<file path="src/rtl/ncmc_pkg.sv">
package ncmc_pkg;

	localparam int MAX_CLASSES = 16;
	localparam int EMBED_DIM   = 16;
	localparam int ELEM_BITS   = 16;

	localparam int MAG_W   = ELEM_BITS + 1;
	localparam int CLS_W   = $clog2(MAX_CLASSES);
	localparam int CNT_W   = $clog2(MAX_CLASSES + 1);
	localparam int POS_W   = (EMBED_DIM > 1) ? $clog2(EMBED_DIM) : 1;
	localparam int DEPTH   = MAX_CLASSES * EMBED_DIM;
	localparam int ADDR_W  = $clog2(DEPTH);
	localparam int DIST_W  = 36;
	localparam int SCNT_W  = 16;
	localparam int CID_W   = 6;
	localparam int DIV_N   = MAG_W;
	localparam int DIVC_W  = $clog2(DIV_N + 1);
	localparam int PROD_W  = 2 * MAG_W;
	localparam int SQ_SHIFT = 18;

	localparam logic [DIST_W-1:0] DIST_MAX  = {DIST_W{1'b1}};
	localparam logic [SCNT_W-1:0] COUNT_MAX = {SCNT_W{1'b1}};

	typedef enum logic [1:0] {
		OP_ADD      = 2'd0,
		OP_CLASSIFY = 2'd1,
		OP_CLEAR    = 2'd2,
		OP_NONE     = 2'd3
	} op_t;

	typedef enum logic [1:0] {
		ST_OK      = 2'd0,
		ST_RANGE   = 2'd1,
		ST_NOCLASS = 2'd2
	} status_t;

	typedef enum logic [3:0] {
		S_IDLE,
		S_BEGIN,
		S_A_RD,
		S_A_LOAD,
		S_A_DIV,
		S_A_WR,
		S_C_RD,
		S_C_SQ,
		S_C_ACC,
		S_FIN,
		S_FIND,
		S_OUT
	} state_t;

	typedef struct packed {
		logic take;
		logic begin_item;
		logic rd_mean;
		logic div_load;
		logic div_step;
		logic wr_mean;
		logic sq_calc;
		logic acc;
		logic advance;
		logic find_init;
		logic find_step;
		logic out_load;
	} cmd_t;

	typedef struct packed {
		op_t  op;
		logic eff_vop;
		logic eff_cid_ok;
		logic regs_zero;
		logic cls_last;
		logic div_last;
		logic pos_last;
		logic vop;
		logic out_free;
	} sts_t;

endpackage

</file>
<file path="src/rtl/ncmc_ctrl.sv">
module ncmc_ctrl (
	input  logic            clk,
	input  logic            arst_n,
	input  logic            in_valid,
	output logic            in_ready,
	input  ncmc_pkg::sts_t  sts,
	output ncmc_pkg::cmd_t  cmd
);

	ncmc_pkg::state_t state_q, state_nx;

	always_ff @(posedge clk or negedge arst_n) begin
		if (!arst_n) begin
			state_q <= ncmc_pkg::S_IDLE;
		end else begin
			state_q <= state_nx;
		end
	end

	always_comb begin
		state_nx = state_q;
		unique case (state_q)
			ncmc_pkg::S_IDLE: begin
				if (in_valid) state_nx = ncmc_pkg::S_BEGIN;
			end
			ncmc_pkg::S_BEGIN: begin
				priority if (sts.op == ncmc_pkg::OP_NONE) state_nx = ncmc_pkg::S_IDLE;
				else if (sts.op == ncmc_pkg::OP_CLEAR) state_nx = ncmc_pkg::S_OUT;
				else if (!sts.eff_vop) state_nx = sts.eff_cid_ok ? ncmc_pkg::S_A_RD
					: ncmc_pkg::S_FIN;
				else state_nx = sts.regs_zero ? ncmc_pkg::S_FIN : ncmc_pkg::S_C_RD;
			end
			ncmc_pkg::S_A_RD:   state_nx = ncmc_pkg::S_A_LOAD;
			ncmc_pkg::S_A_LOAD: state_nx = ncmc_pkg::S_A_DIV;
			ncmc_pkg::S_A_DIV: begin
				if (sts.div_last) state_nx = ncmc_pkg::S_A_WR;
			end
			ncmc_pkg::S_A_WR:   state_nx = ncmc_pkg::S_FIN;
			ncmc_pkg::S_C_RD:   state_nx = ncmc_pkg::S_C_SQ;
			ncmc_pkg::S_C_SQ:   state_nx = ncmc_pkg::S_C_ACC;
			ncmc_pkg::S_C_ACC:  state_nx = sts.cls_last ? ncmc_pkg::S_FIN : ncmc_pkg::S_C_RD;
			ncmc_pkg::S_FIN: begin
				priority if (!sts.pos_last) state_nx = ncmc_pkg::S_IDLE;
				else if (sts.vop) state_nx = ncmc_pkg::S_FIND;
				else state_nx = ncmc_pkg::S_OUT;
			end
			ncmc_pkg::S_FIND: begin
				if (sts.regs_zero || sts.cls_last) state_nx = ncmc_pkg::S_OUT;
			end
			ncmc_pkg::S_OUT: begin
				if (sts.out_free) state_nx = ncmc_pkg::S_IDLE;
			end
			default: state_nx = ncmc_pkg::S_IDLE;
		endcase
	end

	always_comb begin
		cmd = '0;
		in_ready = 1'b0;
		unique case (state_q)
			ncmc_pkg::S_IDLE: begin
				in_ready = 1'b1;
				cmd.take = in_valid;
			end
			ncmc_pkg::S_BEGIN:  cmd.begin_item = 1'b1;
			ncmc_pkg::S_A_RD:   cmd.rd_mean = 1'b1;
			ncmc_pkg::S_A_LOAD: cmd.div_load = 1'b1;
			ncmc_pkg::S_A_DIV:  cmd.div_step = 1'b1;
			ncmc_pkg::S_A_WR:   cmd.wr_mean = 1'b1;
			ncmc_pkg::S_C_RD:   cmd.rd_mean = 1'b1;
			ncmc_pkg::S_C_SQ:   cmd.sq_calc = 1'b1;
			ncmc_pkg::S_C_ACC:  cmd.acc = 1'b1;
			ncmc_pkg::S_FIN: begin
				cmd.advance = 1'b1;
				cmd.find_init = 1'b1;
			end
			ncmc_pkg::S_FIND:   cmd.find_step = !sts.regs_zero;
			ncmc_pkg::S_OUT:    cmd.out_load = sts.out_free;
			default: cmd = '0;
		endcase
	end

endmodule

</file>
<file path="config.mk">
export PLATFORM = sky130hd
export DESIGN_NAME = ncmc_ctrl
export DESIGN_NICKNAME = d
export VERILOG_FILES = /design/src/rtl/ncmc_pkg.sv /design/src/rtl/ncmc_ctrl.sv
export SDC_FILE = /design/constraint.sdc
export NUM_CORES = 1
export LEC_CHECK = 0
export ABC_AREA = 0
export BUFFER_PORTS_ARGS = -buffer_cell sky130_fd_sc_hd__buf_2
export CAP_MARGIN = 20
export CORE_AREA = 2 2 39 41
export CTS_CLUSTER_DIAMETER = 120
export CTS_CLUSTER_SIZE = 14
export DETAILED_ROUTE_END_ITERATION = 10
export DIE_AREA = 0 0 41 43
export MAX_ROUTING_LAYER = met4
export PLACE_DENSITY = 0.8
export SLEW_MARGIN = 0
export SYNTH_ARGS = -nofsm -noshare
export SYNTH_HDL_FRONTEND = slang
export SYNTH_SLANG_ARGS = --single-unit
</file>
<file path="constraint.sdc">
create_clock -name clk -period 3.4 [get_ports clk]
set_input_delay 0.17 -clock clk [delete_from_list [all_inputs] [get_ports clk]]
set_output_delay 0.17 -clock clk [all_outputs]
set_load 0.01 [all_outputs]
</file>
# Yosys cells after proc, flatten, opt, wreduce, memory -nomap -nowiden
# Index checks and enable logic that the tools add are counted.
dict set report totals {
  reg_bits 4
  in_bits 13
  out_inout_bits 13
  elab_cells 48
}
dict set report classes {
  eq_ne 17
  mux 25
  n_reduce_logical 5
}
# op count
set op_table {}
lappend op_table {{one-hot mux 4 bit (12 select lines)} 1}
lappend op_table {{two-way mux 4 bit} 11}
lappend op_table {{equality test 4 x 3 -> 1 bit (second input constant)} 4}
lappend op_table {{equality test 4 bit (second input constant)} 4}
lappend op_table {{two-way mux 1 bit} 12}
lappend op_table {{equality test 4 x 2 -> 1 bit (second input constant)} 2}
lappend op_table {{!= test 2 bit (second input constant)} 4}
lappend op_table {{equality test 2 bit (second input constant)} 2}
lappend op_table {{equality test 4 x 1 -> 1 bit (second input constant)} 1}
lappend op_table {{logical NOT 4 bit} 1}
lappend op_table {{AND reduction 4 bit} 1}
lappend op_table {{two-way mux 2 bit} 1}
lappend op_table {{OR reduction 2 bit} 1}
lappend op_table {{logical NOT 1 bit} 1}
lappend op_table {{logical OR 1 bit} 1}

# Depth between registers and ports, before layout
dict set report depth {
  ltp_word 5
  mapped_depth 6
  ltp_nobuf 4
}

# Worst setup path before layout
# OpenSTA, ideal clock, no wires.
dict set report synth_path {
  path_type {register to register}
  start {register state_q[2]}
  end {register state_q[0]}
  setup_ps 124
  arrival_ps 1212
  t_required_ps 3276
  setup_slack_ps 2065
  path_stages_with_launch 6
  n_path_buf 1
  synth_period_minus_slack_ps 1335
  cell_sequence {dfrtp_1 > buf_6 > nor4_2 > a32oi_1 > a31oi_1 > a21oi_1}
}
dict set report synth_via {
  elab_chain_cells 3
  elab_cells_between_ends 18
  classes_between {eq/ne (15); mux (1); reduce/logical (2)}
}
# item line_no
set synth_rtl {}
lappend synth_rtl {{start, declared} ncmc_ctrl.sv:10} ;# ncmc_pkg::state_t state_q, state_nx;
lappend synth_rtl {{start signal, assigned} ncmc_ctrl.sv:14} ;# state_q <= ncmc_pkg::S_IDLE;
lappend synth_rtl {{start signal, assigned} ncmc_ctrl.sv:16} ;# state_q <= state_nx;
lappend synth_rtl {{equality test 4 bit, or another cell as far along} ncmc_ctrl.sv:22} ;# unique case (state_q)
lappend synth_rtl {{!= test 2 bit (no line)} -}
lappend synth_rtl {{AND reduction 4 bit (no line)} -}
# Parallel ways exist; a longest one is shown, timed or not.
# A chain may end at the register's enable or synchronous reset.

==> impl_metrics.env <==
export IMPL_area_delta_synth_final_pct=22.2
export IMPL_cp_num_buf_inv=1
export IMPL_antenna_cells=0
export IMPL_end_kind="output port"
export IMPL_hp_class="in2async"
export IMPL_path_cells="nand2b_4, nor3_1, buf_2"
export IMPL_critical_path_class="reg2out"
export IMPL_synth_ff_type="dfrtp_1"
export IMPL_max_stage_delay_ns=0.74
export IMPL_clockBufferDepth=2
export IMPL_hpwl_mm=1.01
export IMPL_synth_largest_area_cell="dfrtp_1"
export IMPL_grt_remaining_overflow=0
export IMPL_worstPathRequired_ns=3.23
export IMPL_antenna_left=0
export IMPL_dp_cells=104
export IMPL_cts_buffers_inserted=3
export IMPL_core_area_mm2=0.00138
export IMPL_synth_edff_count=0
export IMPL_final_cells=108
export IMPL_wirelength_mm=1.32
export IMPL_final_hold_violation_count=0
export IMPL_final_period_utilization_pct=50.8
export IMPL_final_common_cell="buf_2"
export IMPL_synth_area_leaders="dfrtp_1, nor3_1, buf_6"
export IMPL_clock_latency_ns=0.24
export IMPL_finalMaxSlewViolations=0
export IMPL_final_nets=107
export IMPL_async_flop_share_pct=100
export IMPL_worst_pin_slew_ns=0.630
export IMPL_power_density_mw_per_mm2=797
export IMPL_worst_setup_path_start_kind="register"
export IMPL_ys_seq_area_share_pct=19.1
export IMPL_grt_usage_pct=19.0
export IMPL_grt_max_degree=20
export IMPL_regMostFlops="state_q"
export IMPL_status="completed"
export IMPL_vias=606
export IMPL_timing_hold_ws_ns=0.259
export IMPL_synthesis_nets=83
export IMPL_avgViaCountPerCell=5.61
export IMPL_synth_cell_type_count=29
export IMPL_drive_above_1_share_pct=35.9
export IMPL_synth_area_um2=524
export IMPL_die_h_um=43
export IMPL_fmax_mhz=579
export IMPL_final_cell_mix="buf_2, nor3_1, nor2_1"
export IMPL_ys_warnings_count=0
export IMPL_antenna_found_initial=0
export IMPL_setup_violations=0
export IMPL_cp_slowest_cell="dfrtp_1"
export IMPL_start_util_pct=37.9
export IMPL_numClockSinks=4
export IMPL_fillers=144
export IMPL_cts_resized=0
export IMPL_grt_setup_unrepaired="false"
export IMPL_leakagePower_nw=0.305
export IMPL_fp_dieW_um=41
export IMPL_post_route_min_period_ns=1.73
export IMPL_reg_largest_list="state_q x4"
export IMPL_irDropWorstVdd_v=0.000311
export IMPL_fin_setup_tns_ns=0
export IMPL_synth_top_area_share_pct=19.1
export IMPL_ys_seq_elements=4
export IMPL_grt_pass1_wl_mm=2.21
export IMPL_drc=0
export IMPL_largest_reg_flops=4
export IMPL_port_buffers=25
export IMPL_max_cap_viol_count=0
export IMPL_final_util_pct=46.3
export IMPL_post_drt_wl_per_cell_um=12.2
export IMPL_grt_pass1_vias=515
export IMPL_fin_worst_skew_ns=0.00554
export IMPL_crit_arrival_ns=1.56
export IMPL_drt_pass1_iter_count=4
export IMPL_syn_area_per_cell_um2=7.49
export IMPL_cts_tree="yes"
export IMPL_final_area_um2=641
export IMPL_cp_max_fo=19
export IMPL_critPathTopFamily="flip-flops"
export IMPL_cts_setup_buffers=0
export IMPL_clk_pin_slew_ns=0.04
export IMPL_clock_root_buffer="clkbuf_4"
export IMPL_drtIter0Drc=17
export IMPL_io_pins=26
export IMPL_post_dp_cell_area_um2=608
export IMPL_htreeDepth=1
export IMPL_die_area_mm2=0.00176
export IMPL_floorplan_rows=14
export IMPL_netlist_instances=70
export IMPL_gp_congestion=0.911
export IMPL_max_slew_margin_rel_pct=58.0
[where the power goes]
group          switching [W]  internal, W  leakage (nW)
clock network      0.0000204    0.0000395        0.0138
registers          0.0000944    0.0000699        0.0495
logic               0.000145     0.000141         0.242
[what timing repair did]
action / 4_1_cts / 5_1_grt
hold buffers: 1 / 0
endpoints found under the setup margin: 0 / 0
endpoints found under the hold margin: 4 / 0
[layout make-up]
type,instances,area [um^2],area share [%]
Clock buffer,3,22.5,3.52
Inverter,4,15.0,2.34
Multi-Input combinational cell,55,348,54.3
Sequential cell,4,100,15.6
Tap cell,16,20.0,3.13
Timing Repair Buffer,26,135,21.1
[cell usage after synthesis, types with 2 or more instances]
master and count:
nor2b_1 4, o21ai_0 3, dfrtp_1 4, nor3_1 10
nand2_1 3, inv_1 4, a21oi_1 5, or2b_1 2
nand2b_4 2, nand2b_1 2, a31oi_1 2, nor2_1 7
buf_6 3, o31ai_1 2, buf_4 3
[final timing paths]
kind	end	from	slack (ns)	depth (start not counted)
setup / recovery	cmd[10]	state_q[0]	1.67	3
hold / removal	state_q[1]	arst_n	0.26	2
setup reg to reg	state_q[0]	state_q[0]	1.88	4
hold reg to reg	state_q[1]	state_q[2]	0.70	1
max in group asynchronous	state_q[3]	arst_n	3.02	2
min in group clk	state_q[1]	sts[8]	0.30	4
[metal layers]
layer / global-route usage (%) / wire (um) / up-vias
met5: - / 0 / -
met4: 12.0 / 38 / 0
met3: 3.14 / 95 / 5
met2: 25.3 / 658 / 31
met1: 25.8 / 529 / 272
li1: - / - / 298
[metrics by stage]
| step | power, W | worst slack, ns |
|---|---|---|
| floorplan | 0.000409 | 2.06 |
| global placement | 0.000441 | 1.95 |
| detailed placement | 0.000449 | 1.94 |
| CTS | 0.000511 | 1.68 |
| global route | 0.000562 | 1.54 |
| finish | 0.000510 | 1.67 |
[cells by family (layout without fill, tap and decap cells)]
logic type             after synthesis  in the layout  synth area share (%)
AOI/OAI and AO/OA                   20             20                  27.0
and+or+nand+nor                     35             35                  39.4
buffers and inverters               11             33                  14.6
DFF                                  4              4                  19.1
No activity file was read; power rests on OpenSTA's default activity.
